File: config.mk
export PLATFORM = sky130hd
export DESIGN_NAME = rtd_front
export DESIGN_NICKNAME = d
export VERILOG_FILES = /design/src/rtl/rtd_pkg.sv /design/src/rtl/rtd_front.sv
export SDC_FILE = /design/constraint.sdc
export NUM_CORES = 1
export LEC_CHECK = 0
export ABC_AREA = 0
export BUFFER_PORTS_ARGS = -buffer_cell sky130_fd_sc_hd__buf_2
export CORE_AREA = 2 2 79 81
export DETAILED_ROUTE_END_ITERATION = 7
export DIE_AREA = 0 0 81 83
export PLACE_DENSITY = 0.8
export SYNTH_ARGS = -nofsm -noshare
export SYNTH_HDL_FRONTEND = slang
export SYNTH_SLANG_ARGS = --single-unit
File: constraint.sdc
create_clock -name vclk -period 3.2
set_input_delay 0.32 -clock vclk [all_inputs]
set_output_delay 0.32 -clock vclk [all_outputs]
set_load 0.005 [all_outputs]
File: src/rtl/rtd_pkg.sv
// shared types, constants and helpers of the rtd code to temperature converter
package rtd_pkg;

   // table geometry
   localparam int TABLE_DEPTH = 512;
   localparam int CODE_WIDTH  = 24;
   localparam int IDX_W       = $clog2(TABLE_DEPTH);

   // command queue between front and back
   localparam int QUEUE_DEPTH = 2;
   localparam int QPTR_W      = (QUEUE_DEPTH > 1) ? $clog2(QUEUE_DEPTH) : 1;

   // stream payload widths
   localparam int REQ_DATA_W = 64;
   localparam int RSP_DATA_W = 16;
   localparam int TEMP_W     = 11;

   // csr register indexes
   localparam logic [2:0] CSR_LOW_LIMIT  = 3'd0;
   localparam logic [2:0] CSR_HIGH_LIMIT = 3'd1;
   localparam logic [2:0] CSR_LOW_TEMP   = 3'd2;
   localparam logic [2:0] CSR_HIGH_TEMP  = 3'd3;
   localparam logic [2:0] CSR_OFFSET     = 3'd4;
   localparam logic [2:0] CSR_ENTRIES    = 3'd5;

   // csr reset values
   localparam logic [23:0]        RST_LOW_LIMIT  = 24'd2893443;
   localparam logic [23:0]        RST_HIGH_LIMIT = 24'd8106557;
   localparam logic signed [10:0] RST_LOW_TEMP   = -11'sd30;
   localparam logic signed [10:0] RST_HIGH_TEMP  = 11'sd400;
   localparam logic [8:0]         RST_OFFSET     = 9'd30;
   localparam logic [9:0]         RST_ENTRIES    = 10'd431;

   // operation codes on req_tuser
   localparam logic OP_LOAD    = 1'b0;
   localparam logic OP_CONVERT = 1'b1;

   // range status codes
   localparam logic [1:0] RANGE_OK   = 2'd0;
   localparam logic [1:0] RANGE_LOW  = 2'd1;
   localparam logic [1:0] RANGE_HIGH = 2'd2;

   typedef enum logic [1:0] {
      CMD_LOAD,
      CMD_CLAMP,
      CMD_SEARCH
   } cmd_kind_type;

   typedef struct packed {
      cmd_kind_type                kind;
      logic [IDX_W-1:0]            index;
      logic [CODE_WIDTH-1:0]       code;
      logic signed [TEMP_W-1:0]    temp;
      logic [1:0]                  status;
   } cmd_type;

   typedef struct packed {
      logic [23:0]                 low_limit;
      logic [23:0]                 high_limit;
      logic signed [TEMP_W-1:0]    low_temp;
      logic signed [TEMP_W-1:0]    high_temp;
      logic [8:0]                  offset;
      logic [IDX_W-1:0]            last_index;
   } cfg_type;

   typedef enum logic [2:0] {
      BK_IDLE,
      BK_PROBE,
      BK_NB_LO,
      BK_NB_MID,
      BK_NB_HI,
      BK_DONE
   } back_state_type;

   function automatic logic [CODE_WIDTH-1:0] code_dist(
      input logic [CODE_WIDTH-1:0] a,
      input logic [CODE_WIDTH-1:0] b
   );
      logic [CODE_WIDTH-1:0] d;
      if (a >= b) begin
         d = a - b;
      end else begin
         d = b - a;
      end
      return d;
   endfunction

endpackage

File: src/rtl/rtd_front.sv
// front end: accepts request transfers and classifies them into queue commands
module rtd_front (
   input  logic                        req_tvalid,
   output logic                        req_tready,
   input  logic [rtd_pkg::REQ_DATA_W-1:0] req_tdata,
   input  logic                        req_tuser,
   input  rtd_pkg::cfg_type            cfg,
   input  logic                        q_full,
   output logic                        q_push,
   output rtd_pkg::cmd_type            q_cmd
);
   import rtd_pkg::*;

   logic [8:0]            entry_index;
   logic [23:0]           entry_code;
   logic [23:0]           sample_code;
   logic [CODE_WIDTH-1:0] sample_w;
   logic                  below;
   logic                  above;
   logic                  index_ok;

   assign entry_index = req_tdata[8:0];
   assign entry_code  = req_tdata[32:9];
   assign sample_code = req_tdata[56:33];

   assign sample_w = CODE_WIDTH'(32'(sample_code));
   assign below    = 32'(sample_w) < 32'(cfg.low_limit);
   assign above    = 32'(sample_w) > 32'(cfg.high_limit);
   // loads past the table end are taken and dropped
   assign index_ok = 32'(entry_index) < 32'(TABLE_DEPTH);

   assign req_tready = !q_full;

   always_comb begin
      q_cmd.kind   = CMD_SEARCH;
      q_cmd.index  = IDX_W'(32'(entry_index));
      q_cmd.code   = sample_w;
      q_cmd.temp   = cfg.low_temp;
      q_cmd.status = RANGE_OK;
      q_push       = req_tvalid && !q_full;
      if (req_tuser == OP_LOAD) begin
         q_cmd.kind = CMD_LOAD;
         q_cmd.code = CODE_WIDTH'(32'(entry_code));
         q_push     = req_tvalid && !q_full && index_ok;
      end else if (below) begin
         // low clamp wins when both limits are crossed
         q_cmd.kind   = CMD_CLAMP;
         q_cmd.temp   = cfg.low_temp;
         q_cmd.status = RANGE_LOW;
      end else if (above) begin
         q_cmd.kind   = CMD_CLAMP;
         q_cmd.temp   = cfg.high_temp;
         q_cmd.status = RANGE_HIGH;
      end
   end

endmodule

==> reports/results.ini, run 1 <==
[logic_synthesis]
yosys.area.top_type_share_pct = 33.4
synth_xor_area_share_pct = 0
synth_nets = 417
yosysUniqueCellTypes = 34
synth_area_leaders = ha_1 (33%), mux2_2 (17%), inv_1 (11%), mux2_4 (7.7%), a21oi_1 (4.0%)
synth_top_area_cell = ha_1
synth_seq_area_share_pct = 0
synth_simple_gate_area_share_pct = 12.0
synthMuxAreaShare_pct = 24.3
synth_cells = 215
synth_compound_area_share_pct = 14.4
synth_top_family_by_area = adder cells
ys_warn_count = 0
synth.avg_cell_area_sq_um = 8.18
yosys-top-cells-count = inv_1 (50), ha_1 (47), mux2_2 (26), a21oi_1 (14), nand2_1 (11)
netlist_area_sq_um = 1760
synth.most_common_cell = inv_1
synth_fa_ha_area_share_pct = 33.4

[grt]
met1_usage_pct = 16.7
met3_usage_pct = 0.978
grt_max_degree = 17
antenna_found_initial = 0
grt_util_met2_pct = 30.4
top_usage_layer = met2
gr-usage-all-layers_pct = 14.7
grt_pass1_vias = 1979
grt_pass1_wl_mm = 8.37
gr-total-overflow = 0

[setup_path]
cpMostUsedCell = buf_2
path_class = primary input to output pin
crit_fanout = 7
worstPathArrival_ns = 2.68
slowest_stage = ha_1
path_cells = buf_2, ha_1, and4_1, nand4_1, nand3b_4, o221ai_2, o31ai_2, nor3b_4, buf_4, mux2_4, buf_2
startpoint_type = primary input
cpPeakStageDelay_ns = 0.32
cp.required_ns = 2.88
worst_setup_path_end_kind = output pin

[clocking]
hold_buffers = 0

[place]
dp_slack_ns = 0.137
hpwl_mm = 5.00
portBuffers = 162
dp_cells = 443
place_congestion = 0.707

[die]
coreArea_sq_um = 5820
rows = 28
io_pins = 205
start_util_pct = 30.2
fp.dieH_um = 83
die-area_sq_um = 6720
die_w_um = 81

[power]
p_per_area_nw_per_um2 = 126
p_seq_share_pct = 0
power_leakage_nw = 1.65
p_clk_share_pct = 0
combPwrFrac_pct = 100.0
ir_drop_v = 0.0000601
p_int_w = 0.000183
p_sw_w = 0.000147
sw_frac_of_total_pct = 44.5

[timing]
setup_slack_ns = 0.203
rsz0062_at_grt = no
setup_viol = 0
fin_crit_ns = 3.00
drv_slew = 0
max_slew.worst_pin.slew_ns = 0.543
fmax_ghz = 0.334
final-hold-violation-count = 0
fin_crit_sh_pct = 93.6
tns_ns = 0
max_slew_margin_pct = 62.9

[drt]
drt_iter0_markers = 33
wire_per_inst_um = 12.3
wirelength_mm = 5.48
final_antenna_net_count = 0
drt_pass1_iterations = 4
post-route-drc-count = 0
via_per_inst = 4.63
vias = 2054

[min_path]
min_to = q_cmd[37]
min_path_cells = 0
hp-class = primary input to output pin
hp-start = req_tdata[0]

[finish]
seq_cells = 0
multi_input_area_sq_um = 1490
drive_gt1_share_pct = 56.9
nFillCells = 606
stdcell_count = 444
regArea_sq_um = 0
syn2layout_area_growth_pct = 48.8
final_nets = 573
final_util_pct = 45.0
nClkBuffers = 0
diodes = 0

[job]
drv_cap = 0

[outcome]
status = finished clean

[layer usage]
layer,up-vias,routed length (um)
met5,-,0
met4,0,0
met3,0,380
met2,90,2890
met1,903,2210
li1,1061,-
[cells in the final DEF, fill, tap and decap left out, types with 2 or more instances in the layout]
cell      netlist  final
mux2_4          9      9
and4_1          2      2
a21oi_1        14     14
a221oi_1        2      2
a21o_1          3      3
nand2_1        11     11
nand4_1         6      6
o21ai_0         3      3
a211oi_1        2      2
o211ai_1        2      2
buf_2           0    162
nand3_1         4      4
ha_1           47     47
buf_4           9      5
nor2_1          4      4
inv_1          50     50
mux2_2         26     26
[power by group through the flow]
stage	clock (W)	sequential [W]	combinational [W]
global route	0	0	0.000374
global placement	0	0	0.000319
CTS	0	0	0.000333
detailed placement	0	0	0.000331
finish	0	0	0.000330
floorplan	0	0	0.000184
[cell families (layout without fill, tap and decap cells)]
| group | count (synthesis) | in the layout |
|---|---|---|
| buf+inv | 63 | 217 |
| fa+ha+maj | 47 | 47 |
| simple gates | 35 | 35 |
| mux | 35 | 35 |
| compound gates | 35 | 35 |
[worst max-delay path: cells and delay by family]
family / cells / cell delay (ns)
compound gates: 2 / 0.35
buf+inv: 3 / 0.47
fa+ha+maj: 1 / 0.32
simple gates: 4 / 0.92
mux: 1 / 0.31
[how the worst max path moves through the flow]
stage	start	to	slack, ns	cells after the start
detailed placement	req_tdata[35]	q_cmd[7]	0.14	11
CTS	req_tdata[55]	q_cmd[7]	0.13	10
global placement	req_tdata[35]	q_cmd[7]	0.20	11
floorplan	cfg[62]	q_cmd[10]	0.69	10
finish	req_tdata[55]	q_cmd[6]	0.20	11
global route	req_tdata[55]	q_cmd[6]	0.01	11
[through the flow]
stage	cell area (sq um)	hold slack (ns)	power (W)
detailed placement	2600	0.640	0.000331
CTS	2600	0.640	0.000333
global placement	2600	0.640	0.000319
floorplan	1760	0.667	0.000184
global route	2620	0.640	0.000374
finish	2620	0.640	0.000330
[what timing repair did]
item	in CTS	in global routing
resized for setup	0	2
buffers inserted	0	1
endpoints found under the setup margin	0	9
[cell type report]
cell class	count	share of cell area (%)
Inverter	50	7.17
Timing Repair Buffer	167	32.4
Tap cell	75	3.59
Multi-Input combinational cell	152	56.8
Power figures use the tool's default switching activity.
==> run 2: changes to the inputs <==
--- a/config.mk
+++ b/config.mk
@@ -10,6 +10,7 @@
 export CORE_AREA = 2 2 79 81
 export DETAILED_ROUTE_END_ITERATION = 7
 export DIE_AREA = 0 0 81 83
+export MAX_ROUTING_LAYER = met4
 export PLACE_DENSITY = 0.8
 export SYNTH_ARGS = -nofsm -noshare
 export SYNTH_HDL_FRONTEND = slang
==> run 2 against run 1 <==
Via count did not move; worst hold slack did not move; final cell count did not move; critical path depth did not move; wire length barely moved; non-clock buffer count did not move; utilization did not move; design area did not move.
==> reports/results.ini, run 2 (synthesis gave the netlist of run 1 again) <==
[place]
dp_cells = 443  ; unchanged
portBuffers = 162  ; unchanged
place_congestion = 0.715  ; +1.1%
hpwl_mm = 5.00  ; unchanged
placed_cell_area_sq_um = 2600  ; unchanged

[setup_path]
worstSetupStartpoint = req_tdata[55]
cp.required_ns = 2.88  ; about the same
startpoint_type = primary input
worstPathArrival_ns = 2.68  ; about the same
crit_fanout = 7  ; unchanged
crit_path_end = q_cmd[6]
path_class = primary input to output pin
worst_setup_path_end_kind = output pin

[die]
fp.dieH_um = 83  ; unchanged
die-area_sq_um = 6720  ; unchanged
coreArea_sq_um = 5820  ; unchanged
rows = 28  ; unchanged
die_w_um = 81  ; unchanged
io_pins = 205  ; unchanged
start_util_pct = 30.2  ; unchanged

[finish]
syn2layout_area_growth_pct = 48.8  ; unchanged
seq_cells = 0  ; unchanged
stdcell_count = 444  ; unchanged
nClkBuffers = 0  ; unchanged
final_nets = 573  ; unchanged
final_util_pct = 45.0  ; unchanged
layout_common_cells = buf_2 (162), inv_1 (50), ha_1 (47), mux2_2 (26), a21oi_1 (14)
final_area_sq_um = 2620  ; unchanged
drive_gt1_share_pct = 56.9  ; unchanged
final_common_cell = buf_2
diodes = 0  ; unchanged
regArea_sq_um = 0  ; unchanged

[timing]
tns_ns = 0  ; unchanged
rsz0062_at_grt = no
final-hold-violation-count = 0  ; unchanged
drv_slew = 0  ; unchanged
fmax_ghz = 0.334  ; about the same
fin_crit_ns = 3.00  ; -0.000111 ns
fin_crit_sh_pct = 93.6  ; about the same
max_slew.worst_pin.slew_ns = 0.543  ; unchanged
setup_viol = 0  ; unchanged
max_slew_margin_pct = 62.9  ; unchanged

[outcome]
status = finished clean

[clocking]
hold_buffers = 0  ; unchanged

[power]
p_per_area_nw_per_um2 = 126  ; about the same
ir_drop_v = 0.0000601  ; unchanged
power.total_w = 0.000330  ; about the same
power_leakage_nw = 1.65  ; unchanged

[drt]
drt_iter0_markers = 36  ; +9.1%
wire_per_inst_um = 12.3  ; about the same
drt_pass1_iterations = 4  ; unchanged
vias = 2054  ; unchanged
post-route-drc-count = 0  ; unchanged
final_antenna_net_count = 0  ; unchanged
wirelength_mm = 5.48  ; about the same
via_per_inst = 4.63  ; unchanged

[job]
drv_cap = 0  ; unchanged

[grt]
grt_max_degree = 17  ; unchanged
gr-usage-all-layers_pct = 15.1  ; +0.40 points
gr-total-overflow = 0  ; unchanged
grt_pass1_vias = 1979  ; unchanged
grt_pass1_wl_mm = 8.37  ; unchanged
antenna_found_initial = 0  ; unchanged

[min_path]
hp-class = primary input to output pin

run 2: cell counts in the layout (fill, tap and decap cells not counted):
No cell type changed its count.
run 2: per-layer routing:
| metal | GRT usage, % | up-vias | wire length (um) |
|---|---|---|---|
| met4 | 0.154 | 0 | 0 |
| li1 | - | 1061 | - |
| met3 | 0.761 | 0 | 373 |
| met1 | 16.9 | 903 | 2210 |
| met2 | 30.4 | 90 | 2890 |
| met5 | - | - | 0 |
run 2: worst max-delay path, cell delays in order:
cell and delay, ns:
buf_2 0.12, ha_1 0.32, and4_1 0.25, nand4_1 0.19, nand3b_4 0.22, o221ai_2 0.21, o31ai_2 0.14, nor3b_4 0.26
buf_4 0.22, mux2_4 0.31, buf_2 0.13
run 2: layout make-up:
| type | instances | area [sq um] |
|---|---|---|
| fill | 606 | 3200 |
| inverter | 50 | 188 |
| multi-input combinational | 152 | 1490 |
| tap | 75 | 93.8 |
| timing repair buffer | 167 | 848 |
run 2: per-stage QoR:
stage          hold WS, ns  setup slack, ns
2_1_floorplan        0.667            0.692
3_3_place_gp         0.640            0.200
3_5_place_dp         0.640            0.137
4_1_cts              0.640            0.125
5_1_grt              0.640           0.0109
6_report             0.640            0.204
run 2: worst min path at each step:
stage | startpoint | end | depth (start not counted)
floorplan | q_full | req_tready | 1
finish | req_tdata[0] | q_cmd[37] | 0
detailed placement | req_tdata[3] | q_cmd[40] | 0
global placement | req_tdata[3] | q_cmd[40] | 0
CTS | req_tdata[3] | q_cmd[40] | 0
global route | req_tdata[5] | q_cmd[42] | 0
run 2: repair_timing:
action / 4_1_cts / 5_1_grt
buffers inserted: 0 / 1
gates resized for setup: 0 / 2
setup endpoints to repair: 0 / 9
run 2: report_power, final:
part / switching (W) / internal (W)
registers: 0 / 0
logic: 0.000147 / 0.000183
clock network: 0 / 0
==> run 3: changes to the inputs <==
--- a/config.mk
+++ b/config.mk
@@ -7,11 +7,11 @@
 export LEC_CHECK = 0
 export ABC_AREA = 0
 export BUFFER_PORTS_ARGS = -buffer_cell sky130_fd_sc_hd__buf_2
-export CORE_AREA = 2 2 79 81
+export CORE_AREA = 2 2 80 82
 export DETAILED_ROUTE_END_ITERATION = 7
-export DIE_AREA = 0 0 81 83
+export DIE_AREA = 0 0 82 84
 export MAX_ROUTING_LAYER = met4
-export PLACE_DENSITY = 0.8
+export PLACE_DENSITY = 0.78
 export SYNTH_ARGS = -nofsm -noshare
 export SYNTH_HDL_FRONTEND = slang
 export SYNTH_SLANG_ARGS = --single-unit
==> constraint.sdc (replaced) <==
create_clock -name vclk -period 3.6
set_input_delay 0.36 -clock vclk [all_inputs]
set_output_delay 0.36 -clock vclk [all_outputs]
set_load 0.05 [all_outputs]
==> run 3 against run 2 <==
Sequential share of layout area did not move; via count fell by 0.24%; power rose by 25%; worst setup slack improved by 0.22 ns; first-iteration DRC count fell by 36%; non-clock buffer count fell by 4; die area rose by 2.5%; clock-buffer cell count did not move; final cell count fell by 0.45%; global-route usage fell by 1.1 points; largest power group unchanged; highest routed layer is now met4.
==> reports/results.ini, run 3 (synthesis gave the netlist of run 1 again) <==
[setup_path]
startpoint_type = primary input
cp.required_ns = 3.24  ; +0.36 ns
worst_setup_path_end_kind = output pin
crit_fanout = 12  ; +5
worstPathArrival_ns = 2.82  ; +0.14 ns
path_class = primary input to output pin

[die]
fp.dieH_um = 84  ; +1.2%
die_w_um = 82  ; +1.2%
rows = 29  ; +3.6%
io_pins = 205  ; unchanged
coreArea_sq_um = 6100  ; +4.8%
start_util_pct = 28.9  ; -1.4 points
die-area_sq_um = 6890  ; +2.5%

[grt]
met1_usage_pct = 16.4  ; -0.43 points
grt_util_met2_pct = 26.9  ; -3.5 points
antenna_found_initial = 0  ; unchanged
grt_pass1_vias = 1903  ; -3.8%
grt_max_degree = 29  ; +12
grt_pass1_wl_mm = 7.89  ; -5.8%
met3_usage_pct = 0.541  ; -0.22 points
gr-total-overflow = 0  ; unchanged
top_usage_layer = met2
gr-usage-all-layers_pct = 14.0  ; -1.1 points

[power]
power_leakage_nw = 1.63  ; -1.3%
p_int_w = 0.000161  ; -12%
p_seq_share_pct = 0  ; unchanged
p_sw_w = 0.000252  ; +72%
p_clk_share_pct = 0  ; unchanged
combPwrFrac_pct = 100.0  ; about the same
ir_drop_v = 0.000105  ; +74%
p_per_area_nw_per_um2 = 160  ; +27%
sw_frac_of_total_pct = 61.1  ; +17 points

[outcome]
status = finished clean

[clocking]
cts_resized = 0  ; unchanged
hold_buffers = 0  ; unchanged
cts.repair_timing.setup_buffer_count = 0  ; unchanged

[timing]
max_slew.worst_pin.slew_ns = 0.619  ; +0.0758 ns
fin_crit_sh_pct = 88.4
max_slew_margin_pct = 58.8  ; -4.1 points
setup_slack_ns = 0.419  ; +0.215 ns
tns_ns = 0  ; unchanged
fin_crit_ns = 3.18
final-hold-violation-count = 0  ; unchanged
setup_viol = 0  ; unchanged
drv_slew = 0  ; unchanged
rsz0062_at_grt = no
fmax_ghz = 0.314

[finish]
diodes = 0  ; unchanged
final_common_cell = buf_2
drive_gt1_share_pct = 56.2  ; -0.75 points
nClkBuffers = 0  ; unchanged
regArea_sq_um = 0  ; unchanged
syn2layout_area_growth_pct = 46.9
final_nets = 569  ; -0.70%
nFillCells = 618  ; +2.0%
seq_cells = 0  ; unchanged
layout_common_cells = buf_2 (162), inv_1 (50), ha_1 (47), mux2_2 (26), a21oi_1 (14)

[place]
portBuffers = 162  ; unchanged
hpwl_mm = 4.83  ; -3.5%
dp_slack_ns = 0.337  ; +0.200 ns
place_congestion = 0.751  ; +4.9%

[drt]
wire_per_inst_um = 11.8  ; -4.2%
drt_iter0_markers = 23  ; -36%
via_per_inst = 4.64  ; +0.21%
wirelength_mm = 5.23  ; -4.6%
drt_pass1_iterations = 4  ; unchanged
post-route-drc-count = 0  ; unchanged
final_antenna_net_count = 0  ; unchanged
vias = 2049  ; -0.24%

[min_path]
min_to = q_cmd[37]
min_path_cells = 0  ; unchanged
hp-class = primary input to output pin
hp-start = req_tdata[0]

[job]
drv_cap = 0  ; unchanged

-- run 3: cell types whose count changed in the layout (fill, tap and decap cells not counted), sizes merged --
| cell | delta |
|---|---|
| buf | -4 |
-- run 3: per-layer routing --
layer,up-vias,share of wire [%],routed length (um)
li1,1051,-,-
met1,909,43,2240
met2,85,51,2640
met3,4,6.1,321
met4,0,0.55,29
met5,-,0,0
-- run 3: worst max-delay path, cell delays in order --
cell,delay (ns)
buf_2,0.11
ha_1,0.31
and4_1,0.25
nand4_1,0.19
nand3b_4,0.22
o221ai_2,0.21
o31ai_2,0.15
nor3b_4,0.18
buf_4,0.25
mux2_2,0.36
buf_2,0.21
-- run 3: how the worst max path moves through the flow --
stage / end / cells past startpoint / slack (ns) / startpoint
after floorplan: q_cmd[46] / 9 / 0.54 / cfg[77]
after global placement: q_cmd[12] / 10 / 0.33 / req_tdata[35]
after detailed placement: q_cmd[12] / 10 / 0.34 / req_tdata[35]
after CTS: q_cmd[12] / 10 / 0.34 / req_tdata[35]
after global routing: q_cmd[12] / 10 / 0.12 / req_tdata[35]
final: q_cmd[12] / 11 / 0.42 / req_tdata[55]
-- run 3: cell type report --
| cell class | count | area, sq um | area share, % |
|---|---|---|---|
| Inverter | 50 | 188 | 7.26 |
| Multi-Input combinational cell | 152 | 1480 | 57.3 |
| Tap cell | 77 | 96.3 | 3.73 |
| Timing Repair Buffer | 163 | 818 | 31.7 |
-- run 3: power by group through the flow --
stage / clock network [W] / registers, W / logic [W]
2_1_floorplan: 0 / 0 / 0.000311
3_3_place_gp: 0 / 0 / 0.000408
3_5_place_dp: 0 / 0 / 0.000417
4_1_cts: 0 / 0 / 0.000419
5_1_grt: 0 / 0 / 0.000452
6_report: 0 / 0 / 0.000413
-- run 3: through the flow --
| stage | total power [W] | area, sq um | cells | hold WS (ns) | util (%) |
|---|---|---|---|---|---|
| after floorplan | 0.000311 | 1760 | 215 | 0.887 | - |
| after global placement | 0.000408 | 2580 | 442 | 0.720 | 42.4 |
| final | 0.000413 | 2580 | 442 | 0.720 | 42.4 |
| after CTS | 0.000419 | 2580 | 442 | 0.720 | 42.4 |
| after global routing | 0.000452 | 2580 | 442 | 0.720 | 42.4 |
| after detailed placement | 0.000417 | 2580 | 442 | 0.720 | 42.4 |
