===== src/rtl/rtd_pkg.sv =====
// shared types, constants and helpers of the rtd code to temperature converter
package rtd_pkg;

   // table geometry
   localparam int TABLE_DEPTH = 512;
   localparam int CODE_WIDTH  = 24;
   localparam int IDX_W       = $clog2(TABLE_DEPTH);

   // command queue between front and back
   localparam int QUEUE_DEPTH = 2;
   localparam int QPTR_W      = (QUEUE_DEPTH > 1) ? $clog2(QUEUE_DEPTH) : 1;

   // stream payload widths
   localparam int REQ_DATA_W = 64;
   localparam int RSP_DATA_W = 16;
   localparam int TEMP_W     = 11;

   // csr register indexes
   localparam logic [2:0] CSR_LOW_LIMIT  = 3'd0;
   localparam logic [2:0] CSR_HIGH_LIMIT = 3'd1;
   localparam logic [2:0] CSR_LOW_TEMP   = 3'd2;
   localparam logic [2:0] CSR_HIGH_TEMP  = 3'd3;
   localparam logic [2:0] CSR_OFFSET     = 3'd4;
   localparam logic [2:0] CSR_ENTRIES    = 3'd5;

   // csr reset values
   localparam logic [23:0]        RST_LOW_LIMIT  = 24'd2893443;
   localparam logic [23:0]        RST_HIGH_LIMIT = 24'd8106557;
   localparam logic signed [10:0] RST_LOW_TEMP   = -11'sd30;
   localparam logic signed [10:0] RST_HIGH_TEMP  = 11'sd400;
   localparam logic [8:0]         RST_OFFSET     = 9'd30;
   localparam logic [9:0]         RST_ENTRIES    = 10'd431;

   // operation codes on req_tuser
   localparam logic OP_LOAD    = 1'b0;
   localparam logic OP_CONVERT = 1'b1;

   // range status codes
   localparam logic [1:0] RANGE_OK   = 2'd0;
   localparam logic [1:0] RANGE_LOW  = 2'd1;
   localparam logic [1:0] RANGE_HIGH = 2'd2;

   typedef enum logic [1:0] {
      CMD_LOAD,
      CMD_CLAMP,
      CMD_SEARCH
   } cmd_kind_type;

   typedef struct packed {
      cmd_kind_type                kind;
      logic [IDX_W-1:0]            index;
      logic [CODE_WIDTH-1:0]       code;
      logic signed [TEMP_W-1:0]    temp;
      logic [1:0]                  status;
   } cmd_type;

   typedef struct packed {
      logic [23:0]                 low_limit;
      logic [23:0]                 high_limit;
      logic signed [TEMP_W-1:0]    low_temp;
      logic signed [TEMP_W-1:0]    high_temp;
      logic [8:0]                  offset;
      logic [IDX_W-1:0]            last_index;
   } cfg_type;

   typedef enum logic [2:0] {
      BK_IDLE,
      BK_PROBE,
      BK_NB_LO,
      BK_NB_MID,
      BK_NB_HI,
      BK_DONE
   } back_state_type;

   function automatic logic [CODE_WIDTH-1:0] code_dist(
      input logic [CODE_WIDTH-1:0] a,
      input logic [CODE_WIDTH-1:0] b
   );
      logic [CODE_WIDTH-1:0] d;
      if (a >= b) begin
         d = a - b;
      end else begin
         d = b - a;
      end
      return d;
   endfunction

endpackage


===== src/rtl/rtd_cmd_queue.sv =====
// short command queue between front and back
module rtd_cmd_queue (
   input  logic             clock,
   input  logic             reset,
   input  logic             push,
   input  rtd_pkg::cmd_type push_cmd,
   output logic             full,
   input  logic             pop,
   output logic             head_valid,
   output rtd_pkg::cmd_type head_cmd
);
   import rtd_pkg::*;

   cmd_type           slot_ff [QUEUE_DEPTH];
   logic [QPTR_W-1:0] wr_ptr_ff, wr_ptr_in;
   logic [QPTR_W-1:0] rd_ptr_ff, rd_ptr_in;
   logic [QPTR_W:0]   count_ff, count_in;
   logic              do_push;
   logic              do_pop;

   assign full       = count_ff == (QPTR_W+1)'(QUEUE_DEPTH);
   assign head_valid = count_ff != '0;
   assign head_cmd   = slot_ff[rd_ptr_ff];
   assign do_push    = push && !full;
   assign do_pop     = pop && head_valid;

   always_comb begin
      wr_ptr_in = wr_ptr_ff;
      rd_ptr_in = rd_ptr_ff;
      count_in  = count_ff;
      if (do_push) begin
         wr_ptr_in = (32'(wr_ptr_ff) == QUEUE_DEPTH - 1) ? '0 : wr_ptr_ff + QPTR_W'(1);
      end
      if (do_pop) begin
         rd_ptr_in = (32'(rd_ptr_ff) == QUEUE_DEPTH - 1) ? '0 : rd_ptr_ff + QPTR_W'(1);
      end
      if (do_push && !do_pop) begin
         count_in = count_ff + (QPTR_W+1)'(1);
      end else if (do_pop && !do_push) begin
         count_in = count_ff - (QPTR_W+1)'(1);
      end
   end

   always_ff @(posedge clock) begin
      if (reset) begin
         wr_ptr_ff <= '0;
         rd_ptr_ff <= '0;
         count_ff  <= '0;
      end else begin
         wr_ptr_ff <= wr_ptr_in;
         rd_ptr_ff <= rd_ptr_in;
         count_ff  <= count_in;
      end
   end

   always_ff @(posedge clock) begin
      if (do_push) begin
         slot_ff[wr_ptr_ff] <= push_cmd;
      end
   end

endmodule


===== config.mk =====
export PLATFORM = sky130hd
export DESIGN_NAME = rtd_cmd_queue
export DESIGN_NICKNAME = d
export VERILOG_FILES = /design/src/rtl/rtd_pkg.sv /design/src/rtl/rtd_cmd_queue.sv
export SDC_FILE = /design/constraint.sdc
export NUM_CORES = 1
export LEC_CHECK = 0
export BUFFER_PORTS_ARGS = -buffer_cell sky130_fd_sc_hd__buf_2
export CORE_ASPECT_RATIO = 0.5
export CORE_MARGIN = 4
export CORE_UTILIZATION = 51
export CTS_BUF_LIST = sky130_fd_sc_hd__clkbuf_16
export CTS_CLUSTER_SIZE = 16
export DETAILED_ROUTE_END_ITERATION = 8
export GPL_ROUTABILITY_DRIVEN = 1
export GPL_TIMING_DRIVEN = 0
export PLACE_DENSITY = 0.83
export SLEW_MARGIN = 20
export SYNTH_ARGS = -nofsm -noshare
export SYNTH_HDL_FRONTEND = slang
export SYNTH_SLANG_ARGS = --single-unit

===== constraint.sdc =====
create_clock -name clock -period 2.7 [get_ports clock]
set_input_delay 0.135 -clock clock [delete_from_list [all_inputs] [get_ports clock]]
set_output_delay 0.135 -clock clock [all_outputs]
set_load 0.01 [all_outputs]

==> results of run 1 <==
-- power by group through the flow --
stage                     Combinational (mW)  Clock (mW)  Sequential [mW]
after global placement                  1.06           0             2.06
after detailed placement                1.13           0             2.07
after global routing                    1.29        1.40             2.05
final                                   1.18        1.29             2.03
after floorplan                        0.706           0             2.05
after CTS                               1.19        1.32             2.03
-- logic make-up after synthesis --
group	count (synthesis)	synth area share
AND/OR/NAND/NOR	9	0.0132
multiplexers	48	0.147
adder cells (fa/ha/maj)	1	0.00340
AO/OA/AOI/OAI	5	0.00679
XOR/XNOR	3	0.00713
flip-flops	101	0.810
buffers and inverters	7	0.0129
-- worst paths after layout --
check              start        endpoint  slack (ns)  cells after the start
max reg2reg  count_ff[1]  slot_ff[0][12]        0.89                      4
max          count_ff[1]  slot_ff[0][12]        0.89                      4
min reg2reg    rd_ptr_ff       rd_ptr_ff        0.51                      2
min                reset       wr_ptr_ff        0.03                      2
-- critical path, stage by stage (launching register included) --
cell     delay (ns)
dfxtp_1        0.33
nor2b_2        0.18
or3_1          0.35
inv_2          0.35
buf_12         0.27
-- registers in the layout, summed over array words and instances (netlist names), named ones only --
signal     count
rd_ptr_ff      1
count_ff       2
wr_ptr_ff      1
slot_ff       96
-- layout make-up --
cell class / count / area, sq um / area share
Clock inverter: 7 / 82.6 / 0.0161
Clock buffer: 9 / 225 / 0.0439
Multi-Input combinational cell: 66 / 654 / 0.127
Buffer: 5 / 40.0 / 0.00780
Sequential cell: 101 / 2980 / 0.581
Timing Repair Buffer: 151 / 1030 / 0.200
Tap cell: 92 / 115 / 0.0224
Inverter: 2 / 7.51 / 0.00146
-- per-layer routing --
metal  up-vias  wire (um)  part of all wire
met3        11        322             0.044
li1       1002          -                 -
met1      1071       2690              0.37
met2        61       4180              0.57
met5         -          0                 0
met4         0         90             0.012
-- synthesized netlist by cell type --
library cell  count  share of area
o21ai_0           3         0.0041
and2_1            1         0.0017
xor2_1            3         0.0071
nor2b_2           1         0.0024
nor2_1            4         0.0041
buf_2             2         0.0027
or2_2             1         0.0017
buf_6             2         0.0061
buf_4             1         0.0020
ha_1              1         0.0034
a21oi_1           2         0.0027
dfxtp_1           5          0.027
inv_1             2         0.0020
or3_1             2         0.0034
edfxtp_1         96           0.78
mux2_2           48           0.15
-- placed cells by master (no fill, tap or decap) --
cell and instances:
a21oi_1 2, and2_2 1, buf_12 2, buf_2 103, buf_4 1, buf_6 2, bufinv_16 2, clkbuf_16 9
clkinv_2 3, dfxtp_1 5, dlygate4sd3_1 48, edfxtp_1 96, ha_1 1, inv_1 3, inv_2 1, mux2_2 48
nor2_1 4, nor2b_2 1, o21ai_0 3, or2_2 1, or3_1 2, xor2_1 3
-- per-stage QoR --
| stage | power, mW | std cells | instance area, sq um | hold slack (ns) | util |
|---|---|---|---|---|---|
| 6_report | 4.51 | 433 | 5130 | 0.0340 | 0.751 |
| 3_5_place_dp | 3.20 | 369 | 4350 | 0.327 | 0.636 |
| 3_3_place_gp | 3.12 | 367 | 4300 | 0.323 | 0.630 |
| 5_1_grt | 4.74 | 433 | 5130 | 0.0316 | 0.751 |
| 2_1_floorplan | 2.76 | 174 | 3680 | 0.204 | - |
| 4_1_cts | 4.55 | 433 | 5130 | 0.0163 | 0.751 |
==> summary.txt, run 1 <==
CTS
--------------------------------------------------------------------------------
Clock-pin slew on the worst setup and hold paths                         0.06 ns
Setup Buffers After CTS                                                        0
CTS Sinks                                                                    101
Clock tree from TritonCTS                                                   done
Worst-skew pair later-pin latency                                        0.33 ns
Clk Tree Root Cell                                                     clkbuf_16
Bufs on Longest Clock Path                                                     2
Hold-fix buffers at CTS                                                       48
Cts bufs inserted                                                              9
Post-CTS Resized                                                               0
# H-tree levels                                                                3

SYNTH
--------------------------------------------------------------------------------
Synth Warn #                                                                   0
Flop and latch count out of synthesis                                        101
Syn Inst Count                                                               174
Cell area after technology mapping                                  0.00368 sq mm
Syn_nets                                                                     227
Average instance area after synthesis                                 21.2 sq um
Distinct cell type count of the synthesized netlist                           16
Portion of the post-synthesis area used by sequential elements             0.810

STA
--------------------------------------------------------------------------------
Total negative slack for setup checks                                       0 ns
Clock period minus final worst setup slack                               1.81 ns
Count of endpoints failing hold in the final timing report                     0
Worst clock skew                                                      0.00316 ns
Setup repair after global routing missed its margin                        false
Setup-failing EPs final                                                        0
Pin slew with the least headroom to its limit                           0.493 ns
Worst Slack Setup Final                                                 0.890 ns
Highest attainable clock frequency                                       552 MHz
Share of the clock period used by the worst path after layout              0.670
Worst max-slew margin expressed relative to the limit                      0.671
Max-slew violation count                                                       0

CELLS AND AREA
--------------------------------------------------------------------------------
Fraction of layout instances using a drive strength above 1                0.510
Area delta synth->final                                                    39.4%
Final net count                                                              389
Antenna diodes                                                                 0
Fill cell total of the finished layout                                       406

ROUTE
--------------------------------------------------------------------------------
DRT Pass-1 Iters                                                               5
DRT Wirelength                                                           7290 um
Average wire per standard cell                                           16.8 um
Post-route DRC violation count                                                 0
Total via count after detailed routing                                      2145
Number of DRC violations after detailed-routing iteration 0                  111
Count of antenna-violating nets left after detailed routing                    0
Vias/cell                                                                   4.95

GRT
--------------------------------------------------------------------------------
Number of antenna violations at the first check in global routing              0
Wire length of the first global-routing pass                            11500 um
Pin count of the biggest net entering global routing                          32
Fraction of met1 tracks used by global routing                             0.200
Total routing usage reported by global routing                             0.181
Gr ovfl total                                                                  0
Met2 demand-to-capacity share in global routing                            0.346
Number of global-route vias before repair                                   2364
Global Route met3 Usage                                                   0.0452
Highest-utilization routing layer at the global route stage                 met2

FLOORPLAN
--------------------------------------------------------------------------------
Effective utilization at floorplan                                         0.539
Area of the core                                                    0.00683 sq mm
DIE AREA                                                            0.00873 sq mm
Cell Rows                                                                     21
Top-Level Pins                                                               102
Die span in y                                                            68.1 um
Die X                                                                     128 um

FLOW RUN
--------------------------------------------------------------------------------
Max_cap viols                                                                  0

WORST SETUP PATH
--------------------------------------------------------------------------------
Setup crit start kind                                                   register
Crit path required time                                                  2.73 ns
Arrival time worst endpoint                                              1.84 ns
Path type of the worst setup path                                   register to register
Crit-path max FO                                                              31
Type of element capturing the critical path                             register

PWR
--------------------------------------------------------------------------------
Max IR drop VDD                                                           661 uV
Switching Fraction                                                         0.257
Pint                                                                     3.35 mW
Clock share of power                                                       0.287
Cell area power density                                              878 mW/mm^2
Leakage                                                                  1.98 nW
Share of total power in sequential cells                                   0.451
NetSw                                                                    1.16 mW
Part of the total power dissipated in combinational logic                  0.262

PLACE
--------------------------------------------------------------------------------
Last weighted congestion value of the routability-driven placer            0.651
Port buffer count                                                            101
Final HPWL from detailed placement                                       4640 um
Pre-CTS setup slack                                                     0.880 ns

RUN STATUS
--------------------------------------------------------------------------------
Run status                                                          finished, final reports clean

MIN PATH
--------------------------------------------------------------------------------
Type of the most critical hold path                                 input port to register

Note: power is estimated with default switching activity, not from simulation.
==> inputs of run 2 (changes only) <==
--- a/config.mk
+++ b/config.mk
@@ -5,16 +5,17 @@
 export SDC_FILE = /design/constraint.sdc
 export NUM_CORES = 1
 export LEC_CHECK = 0
+export ABC_AREA = 1
 export BUFFER_PORTS_ARGS = -buffer_cell sky130_fd_sc_hd__buf_2
 export CORE_ASPECT_RATIO = 0.5
 export CORE_MARGIN = 4
-export CORE_UTILIZATION = 51
+export CORE_UTILIZATION = 47
 export CTS_BUF_LIST = sky130_fd_sc_hd__clkbuf_16
 export CTS_CLUSTER_SIZE = 16
 export DETAILED_ROUTE_END_ITERATION = 8
 export GPL_ROUTABILITY_DRIVEN = 1
 export GPL_TIMING_DRIVEN = 0
-export PLACE_DENSITY = 0.83
+export PLACE_DENSITY = 0.8
 export SLEW_MARGIN = 20
 export SYNTH_ARGS = -nofsm -noshare
 export SYNTH_HDL_FRONTEND = slang
==> constraint.sdc (replaced) <==
create_clock -name clock -period 1.56 [get_ports clock]
set_input_delay 0.078 -clock clock [delete_from_list [all_inputs] [get_ports clock]]
set_output_delay 0.078 -clock clock [all_outputs]
set_load 0.01 [all_outputs]
==> run 2 against run 1 <==
Net effect:
- synthesized cell count up 6.9%
- critical path type is now register to primary output
- die area up 10%
- first-iteration DRC count up 7.2%
- worst setup slack worse by 0.88 ns
- routed wire length up 3.9%
- critical endpoint is now head_cmd[18]
- clock power up 45%
==> summary.txt, run 2 <==
RUN STATUS
-----------------------------------------------------------------------------------------
Run status                                                                   finished, final reports clean

CELLS AND AREA
-----------------------------------------------------------------------------------------
Final net count                                                                       404   +3.9%
Antenna diodes                                                                          0   unchanged
Registers with the highest flip-flop counts                                  slot_ff: 96 flops, count_ff: 2 flops
Utilization after layout                                                            0.705   -0.0463
Area taken by flip-flops and latches                                         0.00299 sq mm   +0.13%
Fill cell total of the finished layout                                                513   +26%
Register containing the most flip-flops in the final layout                       slot_ff
Top library cells by usage in the layout, fill and taps aside                buf_2 (101), edfxtp_1 (96), dlygate4sd3_1 (48)
Multi-input logic area                                                          764 sq um   +17%
Commonest non-fill, non-tap cell in the layout                                      buf_2
Fraction of layout instances using a drive strength above 1                         0.499   -0.0117
Max FFs per register                                                                   96   unchanged
Area delta synth->final                                                             41.1%

WORST SETUP PATH
-----------------------------------------------------------------------------------------
Path type of the worst setup path                                            register to primary output
Type of element capturing the critical path                                  primary output
Crit-path max FO                                                                       10   -68%
Arrival time worst endpoint                                                       1.47 ns   -0.37 ns
Setup crit start kind                                                            register
Crit path required time                                                           1.48 ns   -1.25 ns

STA
-----------------------------------------------------------------------------------------
Total negative slack for setup checks                                                0 ns   unchanged
Pin slew with the least headroom to its limit                                    0.289 ns   -0.204 ns
Setup-failing EPs final                                                                 0   unchanged
Highest attainable clock frequency                                                647 MHz
Worst max-slew margin expressed relative to the limit                               0.807   +0.135
Setup repair after global routing missed its margin                                  true
Share of the clock period used by the worst path after layout                       0.991
Max-slew violation count                                                                0   unchanged
Worst Slack Setup Final                                                         0.0139 ns   -0.876 ns
Worst clock skew                                                               0.00430 ns   +0.00113 ns
Clock period minus final worst setup slack                                        1.55 ns
Count of endpoints failing hold in the final timing report                              0   unchanged

GRT
-----------------------------------------------------------------------------------------
Wire length of the first global-routing pass                                     12000 um   +4.4%
Gr ovfl total                                                                           0   unchanged
Number of antenna violations at the first check in global routing                       0   unchanged
Total routing usage reported by global routing                                      0.166   -0.0144
Pin count of the biggest net entering global routing                                   24   -25%
Number of global-route vias before repair                                            2454   +3.8%

PLACE
-----------------------------------------------------------------------------------------
Pre-CTS setup slack                                                             0.0606 ns   -0.820 ns
Last weighted congestion value of the routability-driven placer                     0.690   +5.9%
Final HPWL from detailed placement                                                4910 um   +5.8%
Port buffer count                                                                     101   unchanged

SYNTH
-----------------------------------------------------------------------------------------
Proportion of register bits with asynchronous set or reset after synthesis              0   unchanged
Largest cells by area after synthesis                                        edfxtp_1 (76%), mux2_2 (8.3%), mux2_4 (7.9%)
Yosys top cell area share                                                           0.762   -0.0205
Cell type with the largest total area after synthesis                            edfxtp_1
Synth Warn #                                                                            0   unchanged
Syn_nets                                                                              239   +5.3%
Syn Inst Count                                                                        186   +6.9%
Most used DFF post-synth                                                         edfxtp_1
Most common cell in the synthesized netlist                                      edfxtp_1
Most common library cells after synthesis                                    edfxtp_1 (96), mux2_2 (28), mux2_4 (20), inv_1 (8), nor2_1 (8)
Portion of the post-synthesis area used by sequential elements                      0.789   -0.0212
Post-synth EDFFs                                                                       96   unchanged
Average instance area after synthesis                                          20.3 sq um   -3.9%
Flop and latch count out of synthesis                                                 101   unchanged
Distinct cell type count of the synthesized netlist                                    15   -1
Cell area after technology mapping                                           0.00378 sq mm   +2.7%

PWR
-----------------------------------------------------------------------------------------
Clock share of power                                                                0.246   -0.041
Max IR drop VDD                                                                   1110 uV   +67%
Leakage                                                                           2.09 nW   +5.7%
NetSw                                                                             2.03 mW   +75%
Part of the total power dissipated in combinational logic                           0.288   +0.026
Switching Fraction                                                                  0.266   +0.00948
Share of total power in sequential cells                                            0.466   +0.015
Cell area power density                                                      1430 mW/mm^2   +63%
Pint                                                                              5.60 mW   +67%

ROUTE
-----------------------------------------------------------------------------------------
Count of antenna-violating nets left after detailed routing                             0   unchanged
Post-route DRC violation count                                                          0   unchanged
DRT Pass-1 Iters                                                                        2   -3
Average wire per standard cell                                                    16.4 um   -2.8%
Vias/cell                                                                            4.71   -4.8%
Number of DRC violations after detailed-routing iteration 0                           119   +7.2%
DRT Wirelength                                                                    7570 um   +3.9%
Total via count after detailed routing                                               2183   +1.8%

CTS
-----------------------------------------------------------------------------------------
Clock tree from TritonCTS                                                            done
Bufs on Longest Clock Path                                                              2   unchanged
Worst-skew pair later-pin latency                                                 0.33 ns   about the same
Clock-pin slew on the worst setup and hold paths                                  0.06 ns   about the same
# H-tree levels                                                                         3   unchanged
Cts bufs inserted                                                                       9   unchanged
CTS Sinks                                                                             101   unchanged
Clk Tree Root Cell                                                              clkbuf_16

FLOORPLAN
-----------------------------------------------------------------------------------------
Die span in y                                                                     71.4 um   +4.9%
Top-Level Pins                                                                        102   unchanged
Effective utilization at floorplan                                                  0.500   -0.0395
Cell Rows                                                                              22   +4.8%
Area of the core                                                             0.00757 sq mm   +11%
Die X                                                                              135 um   +5.2%
DIE AREA                                                                     0.00963 sq mm   +10%

MIN PATH
-----------------------------------------------------------------------------------------
Type of the most critical hold path                                          input port to register

FLOW RUN
-----------------------------------------------------------------------------------------
Max_cap viols                                                                           0   unchanged

-- run 2: changes by cell type in the layout (fill, tap and decap cells not counted), sizes merged, moves of 3 or more --
cell / delta
nand2: +7
inv: +6
nor2: +4
xor2: -3
-- run 2: layout make-up --
| class | count | area share |
|---|---|---|
| Sequential cell | 101 | 0.560 |
| Buffer | 5 | 0.0105 |
| Inverter | 8 | 0.00563 |
| Clock buffer | 9 | 0.0422 |
| Tap cell | 108 | 0.0253 |
| Multi-Input combinational cell | 72 | 0.143 |
| Timing Repair Buffer | 154 | 0.209 |
| Clock inverter | 6 | 0.00445 |
-- run 2: power groups by stage --
stage	combinational (mW)	clock [mW]	sequential, mW
after CTS	2.18	1.94	3.55
after global routing	2.37	2.06	3.59
final	2.20	1.87	3.56
after floorplan	1.24	0	3.57
after global placement	1.81	0	3.59
after detailed placement	2.03	0	3.61
-- run 2: through the flow --
| step | total power [mW] | hold WS [ns] | instances | instance area [sq um] |
|---|---|---|---|---|
| floorplan | 4.82 | 0.177 | 186 | 3810 |
| global placement | 5.40 | 0.266 | 395 | 4450 |
| detailed placement | 5.64 | 0.269 | 399 | 4560 |
| CTS | 7.66 | 0.0542 | 463 | 5320 |
| global route | 8.02 | 0.0684 | 463 | 5340 |
| finish | 7.63 | 0.0631 | 463 | 5340 |
-- run 2: cell families after synthesis --
group                      count (synthesis)  share of synthesized area
adders and majority gates                  1                    0.00331
muxes                                     48                      0.163
buffers and inverters                     13                     0.0195
and+or+nand+nor                           18                     0.0192
AOI/OAI and AO/OA                          5                    0.00661
DFF                                      101                      0.789
-- run 2: what timing repair did --
action / 4_1_cts / 5_1_grt
resized for setup: 3 / 3
hold buffers: 48 / 0
pin swaps: 0 / 2
hold endpoints to repair: 96 / 0
buffers inserted: 1 / 0
endpoints found under the setup margin: 40 / 62
-- run 2: final timing paths --
| check | start | to | slack (ns) | depth (start not counted) |
|---|---|---|---|---|
| setup reg to reg | count_ff[1] | count_ff[1] | 0.07 | 9 |
| hold reg to reg | wr_ptr_ff | wr_ptr_ff | 0.52 | 2 |
| setup / recovery | register | head_cmd[18] | 0.01 | 4 |
| hold / removal | reset | wr_ptr_ff | 0.06 | 4 |
-- run 2: critical path, cell delays in order (launching register included) --
cell and delay (ns):
dfxtp_2 0.36, buf_6 0.15, buf_8 0.17, mux2_4 0.31
buf_2 0.15
-- run 2: layer usage --
layer,up-vias,share of wire,global-route usage,wire length [um]
met5,-,0,0,0
met4,0,0.013,0.0530,100
met3,12,0.038,0.0491,287
met2,48,0.59,0.337,4460
met1,1079,0.36,0.162,2730
li1,1044,-,-,-
==> inputs of run 3 (changes only) <==
--- a/config.mk
+++ b/config.mk
@@ -15,6 +15,7 @@
 export DETAILED_ROUTE_END_ITERATION = 8
 export GPL_ROUTABILITY_DRIVEN = 1
 export GPL_TIMING_DRIVEN = 0
+export MAX_ROUTING_LAYER = met4
 export PLACE_DENSITY = 0.8
 export SLEW_MARGIN = 20
 export SYNTH_ARGS = -nofsm -noshare
==> run 3 against run 2 <==
Net effect:
- sequential share of layout area stayed put
- hold slack improved by 0.0018 ns
- maximum frequency is 0.20% higher
- core utilization unchanged
- largest power group unchanged
- sequential power about the same
- die area did not move
- highest routed layer unchanged
- design area stayed put
- clock-buffer cell count unchanged
- cell count unchanged
- worst setup slack gained 0.0030 ns
- routed wire length hardly changed
- flip-flop and latch count is the same
==> summary.txt, run 3 (synthesis gave the netlist of run 2 again) <==
PLACE
--------------------------------------------------------------------------------
Port buffer count                                                            101   unchanged
Pre-CTS setup slack                                                    0.0606 ns   unchanged
Post-detailed-placement cell area                                   0.00456 sq mm   unchanged
Cell count after placement                                                   399   unchanged
Last weighted congestion value of the routability-driven placer            0.697   +1.0%
Final HPWL from detailed placement                                       4910 um   unchanged

FLOORPLAN
--------------------------------------------------------------------------------
Effective utilization at floorplan                                         0.500   unchanged
Area of the core                                                    0.00757 sq mm   unchanged
Die span in y                                                            71.4 um   unchanged
Cell Rows                                                                     22   unchanged
DIE AREA                                                            0.00963 sq mm   unchanged
Die X                                                                     135 um   unchanged
Top-Level Pins                                                               102   unchanged

CELLS AND AREA
--------------------------------------------------------------------------------
Area of all placed cells without fillers                            0.00534 sq mm   unchanged
Multi-input logic area                                                 764 sq um   unchanged
Area taken by flip-flops and latches                                0.00299 sq mm   unchanged
Fraction of layout instances using a drive strength above 1                0.499   unchanged
Max FFs per register                                                          96   unchanged
Final instance count without filler cells                                    463   unchanged
Commonest non-fill, non-tap cell in the layout                             buf_2
Registers with the highest flip-flop counts                         slot_ff: 96 flops, count_ff: 2 flops
Final net count                                                              404   unchanged
Area delta synth->final                                                    41.1%   unchanged
Fill cell total of the finished layout                                       513   unchanged
Antenna diodes                                                                 0   unchanged
Top library cells by usage in the layout, fill and taps aside       buf_2 (101), edfxtp_1 (96), dlygate4sd3_1 (48)
Register containing the most flip-flops in the final layout              slot_ff

PWR
--------------------------------------------------------------------------------
Cell area power density                                             1430 mW/mm^2   about the same
Max IR drop VDD                                                          1110 uV   about the same
Part of the total power dissipated in combinational logic                  0.288   about the same
Leakage                                                                  2.09 nW   unchanged
Clock share of power                                                       0.246   about the same
Pint                                                                     5.60 mW   about the same
NetSw                                                                    2.03 mW   about the same
Share of total power in sequential cells                                   0.466   about the same
Switching Fraction                                                         0.267   about the same

ROUTE
--------------------------------------------------------------------------------
Vias/cell                                                                   4.73   +0.32%
Average wire per standard cell                                           16.4 um   about the same
DRT Pass-1 Iters                                                               2   unchanged
Total via count after detailed routing                                      2190   +0.32%
Post-route DRC violation count                                                 0   unchanged
Count of antenna-violating nets left after detailed routing                    0   unchanged
Number of DRC violations after detailed-routing iteration 0                  111   -6.7%
DRT Wirelength                                                           7580 um   about the same

STA
--------------------------------------------------------------------------------
Setup repair after global routing missed its margin                         true
Max-slew violation count                                                       0   unchanged
Worst clock skew                                                      0.00425 ns   -0.0000536 ns
Highest attainable clock frequency                                       648 MHz   +0.20%
Count of endpoints failing hold in the final timing report                     0   unchanged
Clock period minus final worst setup slack                               1.54 ns   -0.00301 ns
Worst max-slew margin expressed relative to the limit                      0.805   -0.00211
Setup-failing EPs final                                                        0   unchanged
Worst Slack Setup Final                                                0.0170 ns   +0.00301 ns
Pin slew with the least headroom to its limit                           0.293 ns   +0.00316 ns
Share of the clock period used by the worst path after layout              0.989   -0.00193

WORST SETUP PATH
--------------------------------------------------------------------------------
Setup crit start kind                                                   register
Type of element capturing the critical path                         primary output
Arrival time worst endpoint                                              1.47 ns   about the same
Crit path required time                                                  1.48 ns   about the same
Path type of the worst setup path                                   register to primary output
Crit-path max FO                                                              10   unchanged

CTS
--------------------------------------------------------------------------------
Clk Tree Root Cell                                                     clkbuf_16
Worst-skew pair later-pin latency                                        0.33 ns   about the same
Clock-pin slew on the worst setup and hold paths                         0.06 ns   about the same
CTS Sinks                                                                    101   unchanged
Bufs on Longest Clock Path                                                     2   unchanged
Clock tree from TritonCTS                                                   done
Cts bufs inserted                                                              9   unchanged
# H-tree levels                                                                3   unchanged

MIN PATH
--------------------------------------------------------------------------------
Type of the most critical hold path                                 input port to register

GRT
--------------------------------------------------------------------------------
Total routing usage reported by global routing                             0.171   +0.00526
Number of antenna violations at the first check in global routing              0   unchanged
Wire length of the first global-routing pass                            12000 um   unchanged
Pin count of the biggest net entering global routing                          24   unchanged
Gr ovfl total                                                                  0   unchanged
Number of global-route vias before repair                                   2447   -0.29%

FLOW RUN
--------------------------------------------------------------------------------
Max_cap viols                                                                  0   unchanged

RUN STATUS
--------------------------------------------------------------------------------
Run status                                                          finished, final reports clean

run 3: metal layers:
| layer | track usage | vias to the layer above | part of all wire |
|---|---|---|---|
| met5 | - | - | 0 |
| met3 | 0.0477 | 13 | 0.037 |
| met4 | 0.0530 | 0 | 0.016 |
| met1 | 0.163 | 1087 | 0.36 |
| li1 | - | 1044 | - |
| met2 | 0.337 | 46 | 0.59 |
run 3: through the flow:
stage / total power, mW / utilization / hold WS [ns] / setup TNS, ns
6_report: 7.63 / 0.705 / 0.0649 / 0
2_1_floorplan: 4.82 / - / 0.177 / -3.64
5_1_grt: 8.02 / 0.705 / 0.0686 / -0.504
3_5_place_dp: 5.64 / 0.603 / 0.269 / 0
3_3_place_gp: 5.40 / 0.588 / 0.266 / -34.51
4_1_cts: 7.66 / 0.703 / 0.0542 / 0
run 3: power groups by stage:
stage	Combinational [mW]	Sequential [mW]	Clock, mW
floorplan	1.24	3.57	0
global route	2.37	3.59	2.06
global placement	1.81	3.59	0
detailed placement	2.03	3.61	0
finish	2.20	3.56	1.88
CTS	2.18	3.55	1.94
run 3: final timing paths:
path / from / end / slack [ns] / cells past startpoint
worst min-delay path: reset / wr_ptr_ff / 0.06 / 4
worst max register to register: count_ff[1] / count_ff[1] / 0.07 / 9
worst min register to register: wr_ptr_ff / wr_ptr_ff / 0.52 / 2
worst max-delay path: register / head_cmd[18] / 0.02 / 4
run 3: layout make-up:
| class | instances | area share |
|---|---|---|
| Tap cell | 108 | 0.0253 |
| Sequential cell | 101 | 0.560 |
| Buffer | 5 | 0.0105 |
| Clock inverter | 6 | 0.00445 |
| Multi-Input combinational cell | 72 | 0.143 |
| Inverter | 8 | 0.00563 |
| Clock buffer | 9 | 0.0422 |
| Timing Repair Buffer | 154 | 0.209 |
run 3: critical path: stages (launching register included):
cell and delay (ns):
dfxtp_2 0.36, buf_6 0.15, buf_8 0.17, mux2_4 0.31, buf_2 0.15
run 3: timing repair:
item                                   4_1_cts  5_1_grt
setup buffers                                1        0
endpoints found under the hold margin       96        0
resized for setup                            3        3
hold buffers                                48        0
pin swaps                                    0        2
gates cloned                                 0        0
setup endpoints to repair                   40       62
